$ cat src/hdl/swdgm_pkg.sv
// Shared constants, types and microcode table for the wet/dry gain mixer.
`timescale 1ns / 1ps
package swdgm_pkg;

    localparam int SAMPLE_BITS = 24;
    localparam int NUM_GAINS   = 6;
    localparam int GAIN_W      = 18;
    localparam int SUM_W       = 20;
    localparam int RATIO_W     = 17;
    localparam int STEP_W      = 25;
    localparam int GACC_W      = 23;
    localparam int PHI_W       = 20;
    localparam int MONO_W      = SAMPLE_BITS + 1;
    localparam int MUL_W       = (MONO_W + 1 > STEP_W + 1) ? MONO_W + 1 : STEP_W + 1;
    localparam int PROD_W      = 2 * MUL_W;
    localparam int FRAC_W      = 16;
    localparam int STEP_FRAC   = 24;
    localparam int ROUND_SHIFT = 17;
    localparam int UPC_W       = 3;
    localparam int K_W         = 3;
    localparam int ADDR_W      = 5;
    localparam int DATA_W      = 32;

    localparam logic [STEP_W-1:0] STEP_ONE = STEP_W'(1 << STEP_FRAC);
    localparam logic [K_W-1:0]    K_LAST   = K_W'(NUM_GAINS - 1);

    // gain slots
    localparam int G_WET_A = 0;
    localparam int G_WET_B = 1;
    localparam int G_WET_C = 2;
    localparam int G_DRY   = 3;
    localparam int G_DIR   = 4;
    localparam int G_ATT   = 5;

    localparam logic [GAIN_W-1:0] GAIN_ONE = GAIN_W'(1 << FRAC_W);

    // register map (word index)
    localparam logic [2:0] REG_TGT_WET_A = 3'd0;
    localparam logic [2:0] REG_TGT_WET_B = 3'd1;
    localparam logic [2:0] REG_TGT_WET_C = 3'd2;
    localparam logic [2:0] REG_WET_RATIO = 3'd3;
    localparam logic [2:0] REG_TGT_DRY   = 3'd4;
    localparam logic [2:0] REG_TGT_DIR   = 3'd5;
    localparam logic [2:0] REG_TGT_ATT   = 3'd6;
    localparam logic [2:0] REG_LERP_STEP = 3'd7;

    // multiplier operand selects
    localparam logic [2:0] A_WSUM = 3'd0;
    localparam logic [2:0] A_DRY  = 3'd1;
    localparam logic [2:0] A_PHI  = 3'd2;
    localparam logic [2:0] A_MONO = 3'd3;
    localparam logic [2:0] A_ABS  = 3'd4;

    localparam logic [2:0] B_RATIO = 3'd0;
    localparam logic [2:0] B_DIR   = 3'd1;
    localparam logic [2:0] B_ATT   = 3'd2;
    localparam logic [2:0] B_GAIN  = 3'd3;
    localparam logic [2:0] B_STEP  = 3'd4;

    // gain accumulator ops
    localparam logic [1:0] G_HOLD = 2'd0;
    localparam logic [1:0] G_LOAD = 2'd1;
    localparam logic [1:0] G_ADD  = 2'd2;

    // sequencing
    localparam logic [1:0] JMP_NEXT = 2'd0;
    localparam logic [1:0] JMP_LOOP = 2'd1;
    localparam logic [1:0] JMP_END  = 2'd2;

    typedef struct packed {
        logic [2:0]       a_sel;
        logic [2:0]       b_sel;
        logic             mul_en;
        logic [1:0]       g_op;
        logic             out_wr;
        logic             upd;
        logic [1:0]       jmp;
        logic [UPC_W-1:0] target;
    } uword_t;

    typedef struct packed {
        logic           fire;
        uword_t         uw;
        logic [K_W-1:0] k;
    } dp_ctl_t;

    typedef struct packed {
        logic [NUM_GAINS-1:0][GAIN_W-1:0] target;
        logic [RATIO_W-1:0]               wet_ratio;
        logic [STEP_W-1:0]                lerp_step;
    } cfg_t;

    function automatic uword_t uw_make(
        input logic [2:0]       a_sel,
        input logic [2:0]       b_sel,
        input logic             mul_en,
        input logic [1:0]       g_op,
        input logic             out_wr,
        input logic             upd,
        input logic [1:0]       jmp,
        input logic [UPC_W-1:0] target
    );
        uword_t uw;
        uw.a_sel  = a_sel;
        uw.b_sel  = b_sel;
        uw.mul_en = mul_en;
        uw.g_op   = g_op;
        uw.out_wr = out_wr;
        uw.upd    = upd;
        uw.jmp    = jmp;
        uw.target = target;
        return uw;
    endfunction

    // Program: gain = ratio*wsum>>16 + ((dry*dir>>16)*att>>16), out = mono*gain,
    // then a two-step loop glides each of the six gains.
    function automatic uword_t ucode_rom(input logic [UPC_W-1:0] addr);
        uword_t uw;
        unique case (addr)
            3'd0:    uw = uw_make(A_WSUM, B_RATIO, 1'b1, G_HOLD, 1'b0, 1'b0, JMP_NEXT, 3'd0);
            3'd1:    uw = uw_make(A_DRY,  B_DIR,   1'b1, G_LOAD, 1'b0, 1'b0, JMP_NEXT, 3'd0);
            3'd2:    uw = uw_make(A_PHI,  B_ATT,   1'b1, G_HOLD, 1'b0, 1'b0, JMP_NEXT, 3'd0);
            3'd3:    uw = uw_make(A_WSUM, B_RATIO, 1'b0, G_ADD,  1'b0, 1'b0, JMP_NEXT, 3'd0);
            3'd4:    uw = uw_make(A_MONO, B_GAIN,  1'b1, G_HOLD, 1'b0, 1'b0, JMP_NEXT, 3'd0);
            3'd5:    uw = uw_make(A_WSUM, B_RATIO, 1'b0, G_HOLD, 1'b1, 1'b0, JMP_NEXT, 3'd0);
            3'd6:    uw = uw_make(A_ABS,  B_STEP,  1'b1, G_HOLD, 1'b0, 1'b0, JMP_NEXT, 3'd0);
            3'd7:    uw = uw_make(A_WSUM, B_RATIO, 1'b0, G_HOLD, 1'b0, 1'b1, JMP_LOOP, 3'd6);
            default: uw = uw_make(A_WSUM, B_RATIO, 1'b0, G_HOLD, 1'b0, 1'b0, JMP_END,  3'd0);
        endcase
        return uw;
    endfunction

endpackage

$ cat src/hdl/swdgm_useq.sv
// Microcode sequencer: step counter, control ROM, gain loop counter.
`timescale 1ns / 1ps
module swdgm_useq
    import swdgm_pkg::*;
(
    input  logic    aclk,
    input  logic    aresetn,
    input  logic    start,
    input  logic    out_free,
    output dp_ctl_t ctl,
    output logic    busy
);

    logic             busy_reg;
    logic             busy_next;
    logic [UPC_W-1:0] upc_reg;
    logic [UPC_W-1:0] upc_next;
    logic [K_W-1:0]   k_reg;
    logic [K_W-1:0]   k_next;
    uword_t           uw;
    logic             stall;
    logic             fire;

    assign uw    = ucode_rom(upc_reg);
    // the output step waits for a free result slot
    assign stall = uw.out_wr && !out_free;
    assign fire  = busy_reg && !stall;

    assign ctl.fire = fire;
    assign ctl.uw   = uw;
    assign ctl.k    = k_reg;
    assign busy     = busy_reg;

    always_comb begin
        busy_next = busy_reg;
        upc_next  = upc_reg;
        k_next    = k_reg;
        if (start) begin
            busy_next = 1'b1;
            upc_next  = '0;
            k_next    = '0;
        end else if (fire) begin
            if (uw.upd) begin
                k_next = (k_reg == K_LAST) ? '0 : k_reg + K_W'(1);
            end
            unique case (uw.jmp)
                JMP_NEXT: upc_next = upc_reg + UPC_W'(1);
                JMP_LOOP: begin
                    if (k_reg != K_LAST) begin
                        upc_next = uw.target;
                    end else begin
                        busy_next = 1'b0;
                    end
                end
                JMP_END:  busy_next = 1'b0;
                default:  busy_next = 1'b0;
            endcase
        end
    end

    always_ff @(posedge aclk) begin
        if (!aresetn) begin
            busy_reg <= 1'b0;
            upc_reg  <= '0;
            k_reg    <= '0;
        end else begin
            busy_reg <= busy_next;
            upc_reg  <= upc_next;
            k_reg    <= k_next;
        end
    end

    a_k_range: assert property (@(posedge aclk) disable iff (!aresetn)
        k_reg <= K_LAST)
        else $error("gain loop index out of range");

    a_start_step0: assert property (@(posedge aclk) disable iff (!aresetn)
        start |=> busy_reg && upc_reg == '0 && k_reg == '0)
        else $error("program did not start at step zero");

    a_stall_hold: assert property (@(posedge aclk) disable iff (!aresetn)
        busy_reg && uw.out_wr && !out_free |=> busy_reg && $stable(upc_reg))
        else $error("output step advanced without a free slot");

endmodule

$ cat config.mk
export PLATFORM = sky130hd
export DESIGN_NAME = swdgm_useq
export DESIGN_NICKNAME = d
export VERILOG_FILES = /design/src/hdl/swdgm_pkg.sv /design/src/hdl/swdgm_useq.sv
export SDC_FILE = /design/constraint.sdc
export NUM_CORES = 1
export LEC_CHECK = 0
export ABC_AREA = 1
export BUFFER_PORTS_ARGS = -buffer_cell sky130_fd_sc_hd__buf_2
export CORE_ASPECT_RATIO = 1.5
export CORE_MARGIN = 2
export CORE_UTILIZATION = 30
export DETAILED_ROUTE_END_ITERATION = 7
export HOLD_SLACK_MARGIN = 0.1
export PLACE_DENSITY_LB_ADDON = 0.1
export SYNTH_ARGS = -nofsm -noshare
export SYNTH_HDL_FRONTEND = slang
export SYNTH_SLANG_ARGS = --single-unit
$ cat constraint.sdc
create_clock -name aclk -period 2.1 [get_ports aclk]
set_clock_uncertainty 0.15 [all_clocks]
set_input_delay 0.42 -clock aclk [delete_from_list [all_inputs] [get_ports aclk]]
set_output_delay 0.42 -clock aclk [all_outputs]
set_load 0.03 [all_outputs]
Word-level counts from Yosys, hierarchy flattened:

Memory sizes are Yosys's and may differ from the RTL's. A register that Yosys moved wholly into a read port is not among the register bits.
Index checks and enable logic that the tools add are counted.

* flip-flop bits (word level): 7
* bits in read-only memories: 112
* output and inout bits: 21
* logic and storage cells: 33
* memories kept: 1

* add/subtract/negate cells: 2
* equal/unequal tests: 6
* muxes and demuxes: 9
* bitwise operators: 1
* reduce and logical (&&, ||, !) cells: 11

Memories
* (no name shown): depth 8, width 14, read ports 1, clocked after Yosys merged registers in 1, write ports 0, RTL line swdgm_pkg.sv:119 `unique case (addr)`

Operators by type and width (count)
* 2-to-1 mux 3 bit: 4
* adder 3 x 1 -> 3 bit, second input constant: 2
* != test 3 bit, second input constant: 2
* case mux 3 bit (2 select lines): 1
* AND reduction 3 bit: 2
* != test 2 bit, second input constant: 2
* nonzero test 2 bit: 2
* == test 3 bit, second input constant: 1
* 2-to-1 mux 1 bit: 3
* == test 2 x 1 -> 1 bit, second input constant: 1
* logical AND 1 bit: 2
* zero test 1 bit: 2
* zero test 2 bit: 1
* case mux 1 bit (2 select lines): 1
* AND reduction 2 bit: 1
* OR reduction 2 bit: 1
* NOT 1 bit: 1

Longest topological paths before layout:

* depth in word-level cells: 7
* depth in mapped cells: 9

Worst setup path after synthesis:

No wires, ideal clock.

* path kind: reg-to-output
* from: register busy_reg (netlist: busy)
* to: output ctl[19] (netlist bit)
* arrival time: 0.974 ns
* required time: 1.530 ns
* path slack: 0.556 ns
* stages on the path, launching flop included: 4
* buffers on the path: 1
* path through: dfxtp_1 inv_2 a21oi_4 buf_4

* cells in the longest elaborated chain, start to end: 1

RTL lines
* start: declaration: RTL line swdgm_useq.sv:14 `logic busy_reg;`
* start signal: assignment: RTL line swdgm_useq.sv:67 `busy_reg <= busy_next;`
* logical AND 1 bit: RTL line swdgm_useq.sv:27 `assign fire = busy_reg && !stall;`
* end: declaration: RTL line swdgm_useq.sv:10 `output dp_ctl_t ctl,`

Every way passes these cells.

==> results.txt <==
The weighted congestion at the end of routability-driven global placement is 0.699. The final non-filler cell total came out at roughly 140. The relative area change from synthesis to final layout is 13.1%. The via density per instance is 4.48.

The synthesized design spends more area on one cell type than any other, namely sky130_fd_sc_hd__dfxtp_1. The routed layout has approximately 600 vias. The count of TritonRoute iterations in the first routing pass came out at 4. The worst-case setup slack after placement is about 0.53 ns. Dividing the detail-routed wire length by the instance count gives 10.6 µm. The final worst setup slack is 0.338 ns.

The fraction of post-synthesis cell area in the top cell type by area came out at 0.384. The number of remaining DRC errors came out at 0. In this run the number of H-tree levels came out at 1. The clock tree root driver cell is sky130_fd_sc_hd__clkbuf_4. The number of antenna violations at the first check in global routing came out at 0.

In the synthesized netlist, the cells that appear most often are sky130_fd_sc_hd__dfxtp_1 (15), sky130_fd_sc_hd__inv_1 (14), sky130_fd_sc_hd__nand2_1 (14). The share of the core filled with cells came out at 0.361. The area of the mapped netlist is between 700 and 800 µm². The first global-routing pass estimated between 2000 and 2500 µm of wire. The run finished with clean final reports. The reported leakage power came out at around 0.44 nW. The chip width came out at roughly 46 µm. The count of buffers added on input and output ports is 22.

The die is around 67 µm tall. Once placement finished, the instance area stood at 858 µm². Of the cells placed in the final design, the portion with a size suffix greater than 1 is 0.398.

The setup TNS after final layout is 0 ns. By startpoint and endpoint, the worst setup path is classified as flip-flop to output pin. The number of violations reported at the end of detailed-routing iteration 0 is 10. The mean post-synth cell area is 8.23 µm². Yosys attributes the largest share of cell area to sky130_fd_sc_hd__dfxtp_1 (38%), sky130_fd_sc_hd__buf_4 (8.6%), sky130_fd_sc_hd__inv_1 (6.7%). The clock passes through at most 2 buffers. The overall power consumption is 0.561 mW. The total power per unit cell area is 634 nW/µm². The clock network latency to the later pin of the worst-skew pair came out at between 0.2 and 0.3 ns. The number of synthesized flops with an enable pin is 0. For this design the top-level I/O count stands at 25. For this run, the top clock speed supported by timing is 0.567 GHz.

The register with the most flip-flops in the layout has 8 of them. The final critical-path share of the clock period is 0.839. The post-route worst hold slack came out at ~0.27 ns. The die covers 3040 µm².

The number of setup buffers added after CTS is 0. The number of placed instances, taps included, is 133. The finished cells cover 885 µm². The flop-to-flop setup slack came out at roughly 0.55 ns.

Setup repair after global routing left no endpoint under its margin. The worst setup path is launched from a flip-flop. The critical path data arrival time is approximately 1.2 ns. The total clock buffers created by CTS came out at 3. The total count of hold-check failures in the final report came out at 0. The number of antenna diodes in the final layout is 0. The count of hold-fix buffers inserted at cts came out at 0.

The netlist uses 23 different library cells. The minimum period implied by the final worst setup slack came out at 1.76 ns. For this run, the register share of the synthesized area comes to 0.384. The net count reported at finish is ~120.

Detailed placement finished with a half-perimeter wire length of between 1000 and 1500 µm. The Yosys step of the flow raised 0 warnings. The count of final setup violators is 0. The number of global-route vias before repair is between 600 and 700. After global routing the overflow that remains totals 0.

The most common cell in the synthesized netlist is sky130_fd_sc_hd__dfxtp_1. The post-synthesis instance total came out at between 90 and 100. STA classifies the critical path endpoint as an output pin.

Once detail routing completed, the nets flagged for antenna violations numbered 0. For the worst setup path, the data required time is roughly 1.5 ns. In this run the worst hold path is classified as primary input to flip-flop.

The count of instances resized after the clock tree is built is 0. The clock-pin slew reported for the worst setup and hold paths after clock tree synthesis is 0.09 ns. Clock tree synthesis found a total of 15 sinks. TritonCTS built the clock tree. The number of max-capacitance violations reported came out at 0.

The site row count is 22. The area of the core is around 2400 µm². The async set-or-reset flop fraction in the synthesized netlist is 0. Wires add up to 1450 µm. The starting utilization of the core area is 0.319. The count of pins over their slew limit came out at 0. For this run, the leading register cell type out of synthesis is sky130_fd_sc_hd__dfxtp_1. Of all nets on the critical path, the largest fanout is 6.

The pin count of the biggest net entering global routing came out at 9. The total global routing track utilization is 0.119. The maximum vdd ir drop is 0.409 mV. After synthesis the netlist holds a flip-flop and latch count of 15.
-- cell usage in the layout (no fill, tap or decap) --
cell	instances
sky130_fd_sc_hd__a21oi_1	2
sky130_fd_sc_hd__a21oi_4	1
sky130_fd_sc_hd__a22oi_1	1
sky130_fd_sc_hd__buf_2	22
sky130_fd_sc_hd__clkbuf_1	1
sky130_fd_sc_hd__clkbuf_4	3
sky130_fd_sc_hd__conb_1	2
sky130_fd_sc_hd__dfxtp_1	15
sky130_fd_sc_hd__ha_1	1
sky130_fd_sc_hd__inv_1	14
sky130_fd_sc_hd__inv_2	4
sky130_fd_sc_hd__nand2_1	14
sky130_fd_sc_hd__nand2_2	3
sky130_fd_sc_hd__nand2_4	3
sky130_fd_sc_hd__nand3_1	6
sky130_fd_sc_hd__nand3_2	4
sky130_fd_sc_hd__nand4_1	2
sky130_fd_sc_hd__nor2_1	7
sky130_fd_sc_hd__nor2_2	1
sky130_fd_sc_hd__nor2_4	1
sky130_fd_sc_hd__nor2_8	2
sky130_fd_sc_hd__nor3_1	1
sky130_fd_sc_hd__nor3_2	1
sky130_fd_sc_hd__o21ai_0	1
sky130_fd_sc_hd__o21ai_1	1
-- worst max-delay path: stages (launching register included) --
cell and delay [ns]:
sky130_fd_sc_hd__dfxtp_1 0.44, sky130_fd_sc_hd__inv_2 0.07, sky130_fd_sc_hd__a21oi_4 0.16, sky130_fd_sc_hd__buf_2 0.23
-- path summary, 6_finish.rpt --
kind | startpoint | endpoint | depth (start not counted)
max | busy | ctl[19] | 3
min | aresetn | busy | 3
min reg2reg | k_reg[0] | k_reg[0] | 2
max reg2reg | upc_reg[0] | uw[6] | 6
-- logic make-up after synthesis --
| group | count (synthesis) | synth area share |
|---|---|---|
| other | 1 | 0.00480 |
| DFF | 15 | 0.384 |
| buffers and inverters | 27 | 0.173 |
| AOI/OAI and AO/OA | 6 | 0.0560 |
| and+or+nand+nor | 45 | 0.366 |
| adders and majority gates | 1 | 0.0160 |
-- per-layer routing --
metal / routed length (µm) / track usage / share of wire / up-vias
met5: 0 / 0 / 0 / -
met4: 63 / 0.110 / 0.043 / 0
met3: 52 / 0.0163 / 0.036 / 5
met2: 768 / 0.206 / 0.53 / 13
met1: 568 / 0.111 / 0.39 / 278
li1: - / - / - / 318
-- final cells by class --
class	count	area [µm²]
Clock buffer	4	26.3
Fill cell	270	1570
Inverter	18	67.6
Multi-Input combinational cell	54	350
Sequential cell	15	300
Tap cell	24	30.0
Timing Repair Buffer	22	110
-- power breakdown --
| part | internal [mW] | total, mW | switching (mW) |
|---|---|---|---|
| clock | 0.0740 | 0.171 | 0.0967 |
| sequential | 0.292 | 0.298 | 0.00559 |
| combinational | 0.0260 | 0.0922 | 0.0662 |
Note: power is estimated with default switching activity, not from simulation.
