$ cat src/hdl/swdgm_pkg.sv
// Shared constants, types and microcode table for the wet/dry gain mixer.
`timescale 1ns / 1ps
package swdgm_pkg;

    localparam int SAMPLE_BITS = 24;
    localparam int NUM_GAINS   = 6;
    localparam int GAIN_W      = 18;
    localparam int SUM_W       = 20;
    localparam int RATIO_W     = 17;
    localparam int STEP_W      = 25;
    localparam int GACC_W      = 23;
    localparam int PHI_W       = 20;
    localparam int MONO_W      = SAMPLE_BITS + 1;
    localparam int MUL_W       = (MONO_W + 1 > STEP_W + 1) ? MONO_W + 1 : STEP_W + 1;
    localparam int PROD_W      = 2 * MUL_W;
    localparam int FRAC_W      = 16;
    localparam int STEP_FRAC   = 24;
    localparam int ROUND_SHIFT = 17;
    localparam int UPC_W       = 3;
    localparam int K_W         = 3;
    localparam int ADDR_W      = 5;
    localparam int DATA_W      = 32;

    localparam logic [STEP_W-1:0] STEP_ONE = STEP_W'(1 << STEP_FRAC);
    localparam logic [K_W-1:0]    K_LAST   = K_W'(NUM_GAINS - 1);

    // gain slots
    localparam int G_WET_A = 0;
    localparam int G_WET_B = 1;
    localparam int G_WET_C = 2;
    localparam int G_DRY   = 3;
    localparam int G_DIR   = 4;
    localparam int G_ATT   = 5;

    localparam logic [GAIN_W-1:0] GAIN_ONE = GAIN_W'(1 << FRAC_W);

    // register map (word index)
    localparam logic [2:0] REG_TGT_WET_A = 3'd0;
    localparam logic [2:0] REG_TGT_WET_B = 3'd1;
    localparam logic [2:0] REG_TGT_WET_C = 3'd2;
    localparam logic [2:0] REG_WET_RATIO = 3'd3;
    localparam logic [2:0] REG_TGT_DRY   = 3'd4;
    localparam logic [2:0] REG_TGT_DIR   = 3'd5;
    localparam logic [2:0] REG_TGT_ATT   = 3'd6;
    localparam logic [2:0] REG_LERP_STEP = 3'd7;

    // multiplier operand selects
    localparam logic [2:0] A_WSUM = 3'd0;
    localparam logic [2:0] A_DRY  = 3'd1;
    localparam logic [2:0] A_PHI  = 3'd2;
    localparam logic [2:0] A_MONO = 3'd3;
    localparam logic [2:0] A_ABS  = 3'd4;

    localparam logic [2:0] B_RATIO = 3'd0;
    localparam logic [2:0] B_DIR   = 3'd1;
    localparam logic [2:0] B_ATT   = 3'd2;
    localparam logic [2:0] B_GAIN  = 3'd3;
    localparam logic [2:0] B_STEP  = 3'd4;

    // gain accumulator ops
    localparam logic [1:0] G_HOLD = 2'd0;
    localparam logic [1:0] G_LOAD = 2'd1;
    localparam logic [1:0] G_ADD  = 2'd2;

    // sequencing
    localparam logic [1:0] JMP_NEXT = 2'd0;
    localparam logic [1:0] JMP_LOOP = 2'd1;
    localparam logic [1:0] JMP_END  = 2'd2;

    typedef struct packed {
        logic [2:0]       a_sel;
        logic [2:0]       b_sel;
        logic             mul_en;
        logic [1:0]       g_op;
        logic             out_wr;
        logic             upd;
        logic [1:0]       jmp;
        logic [UPC_W-1:0] target;
    } uword_t;

    typedef struct packed {
        logic           fire;
        uword_t         uw;
        logic [K_W-1:0] k;
    } dp_ctl_t;

    typedef struct packed {
        logic [NUM_GAINS-1:0][GAIN_W-1:0] target;
        logic [RATIO_W-1:0]               wet_ratio;
        logic [STEP_W-1:0]                lerp_step;
    } cfg_t;

    function automatic uword_t uw_make(
        input logic [2:0]       a_sel,
        input logic [2:0]       b_sel,
        input logic             mul_en,
        input logic [1:0]       g_op,
        input logic             out_wr,
        input logic             upd,
        input logic [1:0]       jmp,
        input logic [UPC_W-1:0] target
    );
        uword_t uw;
        uw.a_sel  = a_sel;
        uw.b_sel  = b_sel;
        uw.mul_en = mul_en;
        uw.g_op   = g_op;
        uw.out_wr = out_wr;
        uw.upd    = upd;
        uw.jmp    = jmp;
        uw.target = target;
        return uw;
    endfunction

    // Program: gain = ratio*wsum>>16 + ((dry*dir>>16)*att>>16), out = mono*gain,
    // then a two-step loop glides each of the six gains.
    function automatic uword_t ucode_rom(input logic [UPC_W-1:0] addr);
        uword_t uw;
        unique case (addr)
            3'd0:    uw = uw_make(A_WSUM, B_RATIO, 1'b1, G_HOLD, 1'b0, 1'b0, JMP_NEXT, 3'd0);
            3'd1:    uw = uw_make(A_DRY,  B_DIR,   1'b1, G_LOAD, 1'b0, 1'b0, JMP_NEXT, 3'd0);
            3'd2:    uw = uw_make(A_PHI,  B_ATT,   1'b1, G_HOLD, 1'b0, 1'b0, JMP_NEXT, 3'd0);
            3'd3:    uw = uw_make(A_WSUM, B_RATIO, 1'b0, G_ADD,  1'b0, 1'b0, JMP_NEXT, 3'd0);
            3'd4:    uw = uw_make(A_MONO, B_GAIN,  1'b1, G_HOLD, 1'b0, 1'b0, JMP_NEXT, 3'd0);
            3'd5:    uw = uw_make(A_WSUM, B_RATIO, 1'b0, G_HOLD, 1'b1, 1'b0, JMP_NEXT, 3'd0);
            3'd6:    uw = uw_make(A_ABS,  B_STEP,  1'b1, G_HOLD, 1'b0, 1'b0, JMP_NEXT, 3'd0);
            3'd7:    uw = uw_make(A_WSUM, B_RATIO, 1'b0, G_HOLD, 1'b0, 1'b1, JMP_LOOP, 3'd6);
            default: uw = uw_make(A_WSUM, B_RATIO, 1'b0, G_HOLD, 1'b0, 1'b0, JMP_END,  3'd0);
        endcase
        return uw;
    endfunction

endpackage

$ cat src/hdl/swdgm_cfg_regs.sv
// APB register file holding gain targets, wet ratio and glide step.
`timescale 1ns / 1ps
module swdgm_cfg_regs
    import swdgm_pkg::*;
(
    input  logic              aclk,
    input  logic              aresetn,
    input  logic              psel,
    input  logic              penable,
    input  logic              pwrite,
    input  logic [ADDR_W-1:0] paddr,
    input  logic [DATA_W-1:0] pwdata,
    output logic [DATA_W-1:0] prdata,
    output logic              pready,
    output cfg_t              cfg
);

    cfg_t       cfg_reg;
    cfg_t       cfg_next;
    logic       wr_en;
    logic [2:0] idx;

    assign pready = 1'b1;
    assign wr_en  = psel && penable && pwrite;
    assign idx    = paddr[4:2];
    assign cfg    = cfg_reg;

    always_comb begin
        cfg_next = cfg_reg;
        if (wr_en) begin
            unique case (idx)
                REG_TGT_WET_A: cfg_next.target[G_WET_A] = pwdata[GAIN_W-1:0];
                REG_TGT_WET_B: cfg_next.target[G_WET_B] = pwdata[GAIN_W-1:0];
                REG_TGT_WET_C: cfg_next.target[G_WET_C] = pwdata[GAIN_W-1:0];
                REG_WET_RATIO: cfg_next.wet_ratio       = pwdata[RATIO_W-1:0];
                REG_TGT_DRY:   cfg_next.target[G_DRY]   = pwdata[GAIN_W-1:0];
                REG_TGT_DIR:   cfg_next.target[G_DIR]   = GAIN_W'(pwdata[RATIO_W-1:0]);
                REG_TGT_ATT:   cfg_next.target[G_ATT]   = GAIN_W'(pwdata[RATIO_W-1:0]);
                REG_LERP_STEP: cfg_next.lerp_step       = pwdata[STEP_W-1:0];
                default:       cfg_next = cfg_reg;
            endcase
        end
    end

    always_ff @(posedge aclk) begin
        if (!aresetn) begin
            cfg_reg.target[G_WET_A] <= GAIN_ONE;
            cfg_reg.target[G_WET_B] <= '0;
            cfg_reg.target[G_WET_C] <= '0;
            cfg_reg.target[G_DRY]   <= GAIN_ONE;
            cfg_reg.target[G_DIR]   <= GAIN_ONE;
            cfg_reg.target[G_ATT]   <= GAIN_ONE;
            cfg_reg.wet_ratio       <= RATIO_W'(6554);
            cfg_reg.lerp_step       <= STEP_W'(8192);
        end else begin
            cfg_reg <= cfg_next;
        end
    end

    always_comb begin
        unique case (idx)
            REG_TGT_WET_A: prdata = DATA_W'(cfg_reg.target[G_WET_A]);
            REG_TGT_WET_B: prdata = DATA_W'(cfg_reg.target[G_WET_B]);
            REG_TGT_WET_C: prdata = DATA_W'(cfg_reg.target[G_WET_C]);
            REG_WET_RATIO: prdata = DATA_W'(cfg_reg.wet_ratio);
            REG_TGT_DRY:   prdata = DATA_W'(cfg_reg.target[G_DRY]);
            REG_TGT_DIR:   prdata = DATA_W'(cfg_reg.target[G_DIR]);
            REG_TGT_ATT:   prdata = DATA_W'(cfg_reg.target[G_ATT]);
            REG_LERP_STEP: prdata = DATA_W'(cfg_reg.lerp_step);
            default:       prdata = '0;
        endcase
    end

endmodule

$ cat config.mk
export PLATFORM = sky130hd
export DESIGN_NAME = swdgm_cfg_regs
export DESIGN_NICKNAME = d
export VERILOG_FILES = /design/src/hdl/swdgm_pkg.sv /design/src/hdl/swdgm_cfg_regs.sv
export SDC_FILE = /design/constraint.sdc
export NUM_CORES = 1
export LEC_CHECK = 0
export BUFFER_PORTS_ARGS = -buffer_cell sky130_fd_sc_hd__buf_2
export CORE_MARGIN = 5
export CORE_UTILIZATION = 36
export CTS_CLUSTER_SIZE = 8
export DETAILED_ROUTE_END_ITERATION = 16
export PLACE_DENSITY_LB_ADDON = 0.08
export REMOVE_ABC_BUFFERS = 1
export SETUP_SLACK_MARGIN = 0.1
export SYNTH_ARGS = -nofsm -noshare
export SYNTH_HDL_FRONTEND = slang
export SYNTH_SLANG_ARGS = --single-unit
$ cat constraint.sdc
create_clock -name aclk -period 1.55 [get_ports aclk]
set_input_delay 0.155 -clock aclk [delete_from_list [all_inputs] [get_ports aclk]]
set_output_delay 0.155 -clock aclk [all_outputs]
set_load 0.01 [all_outputs]
Word level (Yosys, flattened, before mapping). Cells that the tools add are included.

Register bits: 148. Output and inout port bits: 183. Logic and storage cells: 27.

Equality and inequality tests: 7. Multiplexer cells: 1. Reductions and logical operators: 11.

Operator list (count): 32-bit case mux with 8 select lines (1); 2-bit AND reduction (8); 3-bit == test (second input constant) (4); 3-bit by 2-bit == test with 1-bit output (second input constant) (2); 3-bit by 1-bit == test with 1-bit output (second input constant) (1); 3-bit zero test (1); 1-bit logical AND (2).

Depth between registers and ports, before layout. Gate-level depths: netlist (run 1).

Depth after elaboration: 3. Depth in mapped cells: 6. Depth with buffers taken out: 3.

Worst setup path before layout (run 1). OpenSTA, ideal clock, no wires.

Path type: input to output. Start: input paddr[2]. End: output prdata[11]. Arrival: 1.251 ns. Path slack: 0.144 ns. Stages: 6. Buffers on the path: 3. Cells stage by stage: buf_6 -> nor2b_1 -> clkbuf_1 -> clkbuf_1 -> a32oi_1 -> a31oi_1.

Longest elaborated chain between the ends: 2. Elaborated cells on any way between the ends: 9. Those cells by class: 7 x eq/ne; 1 x mux; 1 x reduce/logical.

Ends and longest elaborated chain: start: declaration (RTL line swdgm_cfg_regs.sv:11) `input logic [ADDR_W-1:0] paddr,`; 3-bit == test (tied with other cells) (RTL line swdgm_cfg_regs.sv:61) `unique case (idx)`; 32-bit case mux with 8 select lines * (RTL line swdgm_cfg_regs.sv:61); end: declaration (RTL line swdgm_cfg_regs.sv:13) `output logic [DATA_W-1:0] prdata,`.

Mark *: on every way between the ends. The rest lies on a longest branch, timed or not. The select of a mux whose other input is x is not followed.

Final worst setup path (run 1).
Start: register cfg_reg, in the netlist cfg[38]. End: output prdata[13].

Longest elaborated chain between the ends: 1.

Ends and longest elaborated chain: start: declaration (RTL line swdgm_cfg_regs.sv:18) `cfg_t cfg_reg;`; start signal: assignment (RTL line swdgm_cfg_regs.sv:56) `cfg_reg <= cfg_next;`; 32-bit case mux with 8 select lines (RTL line swdgm_cfg_regs.sv:61).

No other way between the ends. The select of a mux whose other input is x is not followed.

==> results of run 1 <==
==> report_power, final <==
part | leakage [nW] | switching (mW) | internal (mW)
logic | 2.88 | 0.473 | 0.335
registers | 1.21 | 0.0227 | 3.83
clock network | 0.286 | 1.61 | 2.46
total | 4.38 | 2.11 | 6.63
==> area by class of cell <==
| cell class | instances | area [sq um] |
|---|---|---|
| Multi-Input combinational cell | 488 | 3540 |
| Fill cell | 1778 | 8990 |
| Antenna cell | 1 | 2.50 |
| Timing Repair Buffer | 302 | 2030 |
| Clock buffer | 25 | 515 |
| Inverter | 16 | 60.1 |
| Sequential cell | 148 | 3010 |
| Tap cell | 234 | 293 |
| Clock inverter | 7 | 68.8 |
==> logic make-up (layout without fill, tap and decap cells) <==
kind of cell    Yosys count  count (layout)
buf+inv                  79             350
flops                   148             148
mux                     173             173
simple gates            226             226
compound gates           79              79
other cells               2              11
==> critical path: stages, from the launching register on <==
cell	delay (ns)
dfxtp_2	0.32
mux2_4	0.27
a32oi_2	0.18
a31oi_2	0.14
buf_2	0.16
==> metrics by stage <==
step                      setup TNS (ns)  std cells  util [%]  area, sq um  worst slack (ns)
final                             -0.291       1221      51.5         9530           -0.0839
after CTS                         -0.492       1218      50.9         9420           -0.0862
after floorplan                   -16.67        652         -         6410            -0.501
after global placement            -0.493       1155      45.7         8460           -0.0866
after detailed placement          -0.467       1155      45.7         8460           -0.0574
after global routing               -1.37       1221      51.5         9530            -0.159
==> layout by cell type, fill, tap and decap left out, types with 10 or more instances in the layout <==
master / netlist / layout
conb_1: 2 / 10
nand2_1: 163 / 162
a21oi_1: 10 / 10
dfxtp_1: 148 / 107
nor2_1: 12 / 11
buf_12: 0 / 19
mux2i_1: 164 / 163
nand2b_1: 13 / 12
dfxtp_2: 0 / 41
buf_2: 10 / 201
clkbuf_16: 0 / 17
buf_4: 16 / 71
inv_1: 16 / 16
==> routing by layer <==
metal	vias to the layer above	wire length [um]	global-route usage, %
li1	2963	-	-
met1	3012	10200	28.1
met2	210	12100	38.0
met3	35	1420	4.19
met4	0	469	7.48
met5	-	0	0
==> worst min-delay path by stage <==
stage / slack [ns] / to
after floorplan: 0.25 / cfg[13]$_SDFFE_PN1P_
after global placement: 0.41 / cfg[18]$_SDFFE_PN0P_
after detailed placement: 0.42 / cfg[19]$_SDFFE_PN0P_
after CTS: 0.04 / cfg[58]$_SDFFE_PN1P_
after global routing: 0.07 / cfg[58]$_SDFFE_PN1P_
final: 0.06 / cfg[58]$_SDFFE_PN1P_
==> timing repair <==
item | 4_1_cts | 5_1_grt
gates cloned | 0 | 0
gates resized for setup | 59 | 20
pin swaps | 25 | 13
hold endpoints to repair | 7 | 0
endpoints found under the setup margin | 18 | 25
hold buffers | 7 | 0
buffers inserted | 24 | 2
==> impl_metrics.csv, run 1 <==
group,metric,value,unit
timing,hold_viol,0,
placement,port_buffers,205,
setup_path,r2r_cells,3,
clocking,htree_levels,4,
routing,drt-initial-drc-count,315,
run,drv_cap,0,
synthesis,synth_fa_ha_area_share,0,%
routing,vias,6220,
timing,fin_crit,1.63,ns
die,die_area,21500,sq um
synthesis,synth_top_family_by_area,"multiplexers",
setup_path,cp-start-kind,"flip-flop",
setup_path,worstReg2RegStart,"cfg[36]$_SDFFE_PN1P_",
timing,grt_setup_unrepaired,"true",
synthesis,synthMuxAreaShare,25.9,%
power,p_leak,4.38,nW
clocking,cts.sinks,148,
setup_path,startpoint,"cfg[38]$_SDFFE_PN0P_",
synthesis,synth-main-ff-cell,"dfxtp_1",
setup_path,critical_path_class,"reg -> out",
timing,hold_ws,0.0585,ns
setup_path,r2r-end,"cfg[36]$_SDFFE_PN1P_",
synthesis,netlist.area_leader.share,44.1,%
synthesis,synth_area_per_cell,9.51,sq um
synthesis,ys_ff_latch,148,
clocking,clk_pin_slew,0.06,ns
placement,dpl.hpwl,17300,um
timing,fmax,0.612,GHz
setup_path,worst_ep_arrival_time,1.48,ns
synthesis,synth_compound_area_share,8.52,%
setup_path,critPathRequiredTime,1.39,ns
placement,place.gp.congestion,0.777,
timing,setup_violations,10,
run_status,violations,"negative setup slack",
final_layout,layout-drive-gt1-share,41.5,%
routing,viasPerCell,5.09,
routing,ant_nets,0,
synthesis,yosysTopAreaCell,"dfxtp_1",
setup_path,worst_setup_path_end_kind,"output port",
hold_path,hold_start,"pwdata[16]",
synthesis,synth_cells,707,
synthesis,ys_seq_area_share,44.1,%
routing,drc_errors,0,
global_route,grt_pass1_wl,37100,um
setup_path,endpoint,"prdata[13]",
die,fp-row-count,50,
final_layout,synthToLayoutAreaGrowth,41.7,%
synthesis,syn_area,6720,sq um
routing,avgRoutedWirePerCell,19.8,um
die,start_util,36.3,%
power,ir_drop,741,uV
synthesis,async_reset_ff_share,0,%
power,power-per-cell-area,918,nW/um^2
global_route,grt_overflow,0,
setup_path,crit_path_max_fanout,2,
synthesis,ys_types,34,
synthesis,synth-xor-area-share,0,%
synthesis,synth.most_common_cell,"mux2i_1",
timing,setup_ws,-0.0839,ns
die,die_y,147,um
die,ios,225,
die,die_w,147,um
synthesis,yosys.area_share.simple,15.3,%
hold_path,hold_path_depth,3,
die,core_area,18500,sq um
timing,timing.final.crit_share,105,%
timing,drv_slew,0,
setup_path,rrSetupSlack,0.76,ns
global_route,gr-usage-all-layers,22.2,%
clocking,clkLatencyLatePin,0.42,ns
synthesis,ys_warn_count,0,
synthesis,synth-edff-count,0,
final_layout,nNetsFinal,1015,
synthesis,synth_area_leaders,"dfxtp_1 (44%), mux2i_1 (24%), nand2_1 (9.1%)",
clocking,root_buffer,"clkbuf_16",
final_layout,largest_register_ffs,148,
clocking,cts_tree,"yes",
routing,dr.pass1.iters,5,
global_route,grt_pass1_vias,6381,
global_route,antenna_found_initial,1,
synthesis,synth_commonest_cells,"mux2i_1 (164), nand2_1 (163), dfxtp_1 (148)",
routing,drt_wl_total,24100,um
clocking,numCtsBuffers,17,
power,fin_total_pwr,8.74,mW
run_status,status,"finished with violations",
clocking,cts_buffer_depth,2,
hold_path,min_path_type,"in -> reg",
timing,finClkSkew,0,ns
global_route,grt_max_degree,42,
Note: power is estimated with default switching activity, not from simulation.
==> run 2: changes to the inputs <==
--- a/config.mk
+++ b/config.mk
@@ -5,11 +5,13 @@
 export SDC_FILE = /design/constraint.sdc
 export NUM_CORES = 1
 export LEC_CHECK = 0
+export ABC_CLOCK_PERIOD_IN_PS = 1550
 export BUFFER_PORTS_ARGS = -buffer_cell sky130_fd_sc_hd__buf_2
 export CORE_MARGIN = 5
-export CORE_UTILIZATION = 36
+export CORE_UTILIZATION = 40
 export CTS_CLUSTER_SIZE = 8
 export DETAILED_ROUTE_END_ITERATION = 16
+export MAX_ROUTING_LAYER = met4
 export PLACE_DENSITY_LB_ADDON = 0.08
 export REMOVE_ABC_BUFFERS = 1
 export SETUP_SLACK_MARGIN = 0.1
==> run 2 against run 1 <==
Effect of this change:
- the run still ends with negative setup slack left
- count of clock-buffer cells in the layout shrank 2
- power grew 1.9%
- design area shrank 0.88%
- clock power grew 4%
- critical path depth is the same
- flip-flop and latch count is the same
- die area shrank 9.3%
- maximum frequency grew 2.6%
- setup slack gained 0.042 ns
- cell count shrank 1.2%
==> impl_metrics.csv, run 2 (synthesis gave the netlist of run 1 again) <==
group,metric,value,unit
run_status,violations,"negative setup slack",
routing,drt_wl_total,23300,um
timing,hold_viol,0,
final_layout,multiInputGateArea,3490,sq um
setup_path,critical_path_class,"reg -> out",
clocking,htree_levels,4,
die,die_y,140,um
timing,drv_slew,0,
setup_path,worstReg2RegStart,"cfg[13]$_SDFFE_PN1P_",
clocking,clkLatencyLatePin,0.41,ns
die,ios,225,
global_route,grt_pass1_vias,6281,
clocking,root_buffer,"clkbuf_16",
die,die_w,140,um
global_route,gr-usage-all-layers,23.8,%
final_layout,nNetsFinal,1015,
die,fp-row-count,47,
final_layout,layout_commonest_cell,"buf_2",
global_route,grt_overflow,0,
setup_path,critical_path.max_stage_delay,0.32,ns
setup_path,path_cells,"mux2_4 -> a32oi_2 -> a31oi_1 -> buf_2",
timing,grt_setup_unrepaired,"true",
placement,place_inst,1141,
global_route,antenna_found_initial,0,
timing,timing.final.crit_share,103,%
setup_path,startpoint,"cfg[27]$_SDFFE_PN0P_",
setup_path,path_delay_family,"flip-flops",
final_layout,finish.utilization,57.2,%
setup_path,cp_slowest_cell,"dfxtp_2",
clocking,cts_buffer_depth,2,
placement,place.gp.congestion,0.836,
die,core_area,16500,sq um
routing,ant_nets,0,
placement,dpl.hpwl,16500,um
global_route,grt_max_degree,46,
power,power-per-cell-area,943,nW/um^2
final_layout,nFillCells,1498,
setup_path,worst_ep_arrival_time,1.44,ns
final_layout,synthToLayoutAreaGrowth,40.5,%
final_layout,layout_common_cells,"buf_2 (200), mux2i_1 (163), nand2_1 (162)",
hold_path,hold_start,"pwdata[1]",
clocking,clk_pin_slew,0.06,ns
timing,setup_violations,6,
die,start_util,40.7,%
final_layout,regArea,3020,sq um
routing,drc_errors,0,
hold_path,min_path_type,"in -> reg",
routing,drt-initial-drc-count,327,
timing,setup_ws,-0.0419,ns
setup_path,worst_setup_path_end_kind,"output port",
clocking,numCtsBuffers,17,
final_layout,layout-drive-gt1-share,41.3,%
clocking,cts_tree,"yes",
die,die_area,19500,sq um
timing,fmax,0.628,GHz
global_route,grt_pass1_wl,35600,um
routing,dr.pass1.iters,8,
setup_path,crit_path_max_fanout,2,
placement,port_buffers,205,
timing,finClkSkew,0,ns
routing,avgRoutedWirePerCell,19.3,um
timing,fin_crit,1.59,ns
setup_path,cp-start-kind,"flip-flop",
final_layout,final_cells,1206,
routing,vias,6233,
clocking,cts.sinks,148,
setup_path,critPathRequiredTime,1.39,ns
power,ir_drop,740,uV
power,p_leak,4.36,nW
run_status,status,"finished with violations",
setup_path,rrSetupSlack,0.71,ns
routing,viasPerCell,5.17,
final_layout,largest_register_ffs,148,
placement,dp_slack,-0.0666,ns
final_layout,n_antenna_cell,0,
run,drv_cap,0,
setup_path,crit_buf_inv,1,
run 2: where the power goes:
group | leakage (nW) | internal (mW) | total [mW] | switching, mW
clock network | 0.299 | 2.69 | 4.26 | 1.57
registers | 1.21 | 3.83 | 3.86 | 0.0233
logic | 2.85 | 0.327 | 0.791 | 0.464
run 2: layout make-up:
type / count / area share [%]
inverters: 16 / 0.636
multi-input cells: 488 / 37.0
repair buffers: 302 / 20.9
clock inverters: 9 / 1.32
clock buffers: 23 / 5.17
flip-flops and latches: 148 / 32.0
well taps: 220 / 2.91
run 2: metrics by stage:
stage	hold WS [ns]	cell area, sq um	total power, mW	setup TNS [ns]
finish	0.0654	9440	8.91	-0.124
global route	0.0651	9440	9.21	-0.910
CTS	0.0480	9300	8.95	-0.374
detailed placement	0.413	8380	4.68	-0.827
global placement	0.405	8380	4.67	-1.10
floorplan	0.246	6410	4.21	-16.67
run 2: worst paths after layout:
path,cells after the start,to
setup / recovery,4,prdata[2]
hold / removal,3,cfg[26]$_SDFFE_PN1P_
setup reg to reg,3,cfg[13]$_SDFFE_PN1P_
hold reg to reg,2,cfg[118]$_SDFFE_PN0P_
run 2: metal layers:
metal | vias to the layer above | routed length, um | track usage (%)
met2 | 227 | 11400 | 39.1
met4 | 0 | 338 | 6.17
met3 | 31 | 1490 | 5.52
met5 | - | 0 | -
met1 | 3010 | 10100 | 29.7
li1 | 2965 | - | -
run 2: repair_timing:
action	CTS	global route
hold buffers	7	0
setup endpoints to repair	25	25
resized for setup	47	33
pin swaps	24	22
endpoints found under the hold margin	7	0
setup buffers	22	4
run 2: worst reg2reg max path, delay by kind of cell (launching register included):
family                 cells  cell delay [ns]
flip-flops                 1             0.35
AO/OA/AOI/OAI              2             0.20
buffers and inverters      1             0.14
==> run 3: changes to the inputs <==
--- a/config.mk
+++ b/config.mk
@@ -6,13 +6,15 @@
 export NUM_CORES = 1
 export LEC_CHECK = 0
 export ABC_CLOCK_PERIOD_IN_PS = 1550
-export BUFFER_PORTS_ARGS = -buffer_cell sky130_fd_sc_hd__buf_2
+export CELL_PAD_IN_SITES_DETAIL_PLACEMENT = 1
+export CELL_PAD_IN_SITES_GLOBAL_PLACEMENT = 2
 export CORE_MARGIN = 5
-export CORE_UTILIZATION = 40
+export CORE_UTILIZATION = 37
 export CTS_CLUSTER_SIZE = 8
 export DETAILED_ROUTE_END_ITERATION = 16
+export DONT_BUFFER_PORTS = 1
 export MAX_ROUTING_LAYER = met4
-export PLACE_DENSITY_LB_ADDON = 0.08
+export PLACE_DENSITY_LB_ADDON = 0.15
 export REMOVE_ABC_BUFFERS = 1
 export SETUP_SLACK_MARGIN = 0.1
 export SYNTH_ARGS = -nofsm -noshare
==> run 3 against run 2 <==
Effect of this change:
- non-clock buffer count fell by 149
- design area fell by 4.7%
- clock power fell by 4%
- cell count fell by 12%
- clock skew did not move
- hold slack got worse by 0.032 ns
- combinational power fell by 34%
- first-iteration DRC count fell by 24%
- sequential share of layout area rose by 2.5 points
- routed wire length rose by 9.9%
- critical path type unchanged
- flip-flop and latch count did not move
- the flow still finishes with violations (negative setup slack)
- sequential power barely moved
- largest cell class unchanged
==> impl_metrics.csv, run 3 (synthesis gave the netlist of run 1 again) <==
group,metric,value,unit
run_status,status,"finished with violations",
run_status,violations,"negative setup slack",
final_layout,nNetsFinal,866,
routing,drc_errors,0,
timing,drv_slew,0,
die,ios,225,
global_route,antenna_found_initial,0,
setup_path,cp-start-kind,"flip-flop",
die,fp-row-count,49,
timing,fin_crit,1.65,ns
setup_path,startpoint,"cfg[1]$_SDFFE_PN0P_",
run,drv_cap,0,
global_route,grt_pass1_vias,6373,
clocking,numCtsBuffers,17,
global_route,grt_max_degree,117,
die,die_y,145,um
die,die_area,21000,sq um
global_route,gr-usage-all-layers,24.6,%
setup_path,worst_setup_path_end_kind,"output port",
die,start_util,37.6,%
routing,ant_nets,0,
routing,drt-initial-drc-count,250,
timing,grt_setup_unrepaired,"true",
final_layout,layout-drive-gt1-share,21.4,%
clocking,root_buffer,"clkbuf_16",
timing,setup_violations,9,
setup_path,critical_path_class,"reg -> out",
hold_path,min_path_type,"in -> reg",
timing,hold_ws,0.0332,ns
power,ir_drop,735,uV
clocking,cts.sinks,148,
setup_path,r2r-end,"cfg[13]$_SDFFE_PN1P_",
final_layout,synthToLayoutAreaGrowth,33.9,%
final_layout,n_antenna_cell,0,
final_layout,largest_register_ffs,148,
setup_path,worst_ep_arrival_time,1.50,ns
placement,dp_slack,0.217,ns
setup_path,r2r_cells,4,
routing,avgRoutedWirePerCell,24.0,um
timing,setup_tns,-0.693,ns
hold_path,hold_start,"aresetn",
timing,fmax,0.605,GHz
final_layout,layout_common_cells,"nand2_1 (163), mux2i_1 (161), dlygate4sd3_1 (105)",
power,fin_total_pwr,8.46,mW
setup_path,critPathRequiredTime,1.39,ns
setup_path,crit_path_max_fanout,3,
hold_path,holdPathEnd,"cfg[112]$_SDFFE_PN1P_",
setup_path,worstReg2RegStart,"cfg[13]$_SDFFE_PN1P_",
die,die_w,145,um
clocking,cts_setup_buffers,0,
clocking,cts_tree,"yes",
clocking,cts_buffer_depth,2,
clocking,htree_levels,4,
placement,port_buffers,0,
final_layout,layout_commonest_cell,"nand2_1",
timing,hold_viol,0,
power,p_leak,3.21,nW
global_route,grt_pass1_wl,38000,um
power,power-per-cell-area,940,nW/um^2
routing,drt_wl_total,25600,um
clocking,clkLatencyLatePin,0.42,ns
placement,dpl.hpwl,15800,um
hold_path,hold_path_depth,2,
routing,viasPerCell,5.47,
routing,dr.pass1.iters,6,
timing,timing.final.crit_share,107,%
placement,place.gp.congestion,0.807,
clocking,clk_pin_slew,0.07,ns
timing,finClkSkew,0,ns
setup_path,rrSetupSlack,0.21,ns
timing,setup_ws,-0.102,ns
global_route,grt_overflow,0,
routing,vias,5831,
die,core_area,17900,sq um
==> run 3: cell count changes in the layout (fill, tap and decap cells not counted), sizes merged, moves of 2 or more <==
cell / change
inv: +2
dlygate4sd3: +98
clkbuf: -4
buf: -246
==> run 3: how the worst max path moves through the flow <==
stage / endpoint / slack (ns) / cells past startpoint
finish: prdata[1] / -0.10 / 4
global route: prdata[16] / -0.18 / 4
CTS: prdata[1] / -0.11 / 4
detailed placement: prdata[17] / 0.22 / 3
global placement: cfg[74]$_SDFFE_PN0P_ / 0.27 / 4
floorplan: cfg[0]$_SDFFE_PN0P_ / -0.50 / 3
==> run 3: per-layer routing <==
layer  up-vias  track usage, %  part of all wire [%]
li1       2663               -                     -
met2       196            41.1                    49
met4         0            6.48                   1.8
met1      2941            28.8                    41
met5         -               -                     0
met3        31            7.76                   8.3
==> run 3: final cells by class <==
type	count	area (sq um)
clock inverters	12	129
flip-flops and latches	148	3110
well taps	229	287
multi-input cells	488	3500
repair buffers	153	1470
inverters	16	60.1
clock buffers	20	447
fillers	1983	8900
==> run 3: through the flow <==
stage | instance area (sq um) | util [%] | cells
floorplan | 6410 | - | 652
global placement | 7090 | 39.6 | 928
global route | 9000 | 50.3 | 1066
finish | 9000 | 50.3 | 1066
CTS | 8950 | 50.0 | 1066
detailed placement | 7090 | 39.6 | 928
==> run 3: repair_timing <==
| item | CTS | global route |
|---|---|---|
| setup endpoints to repair | 18 | 21 |
| endpoints found under the hold margin | 148 | 0 |
| hold buffers | 106 | 0 |
| resized for setup | 86 | 27 |
| pin swaps | 22 | 10 |
==> run 3: critical path, cell delays in order (launching register included) <==
cell	delay, ns
dfxtp_4	0.36
mux2_4	0.26
a32oi_2	0.18
a31oi_1	0.11
buf_4	0.16
==> run 3: power breakdown <==
part | internal (mW) | total [mW] | switching, mW
Combinational | 0.222 | 0.523 | 0.301
Clock | 2.41 | 4.10 | 1.69
Sequential | 3.79 | 3.84 | 0.0448
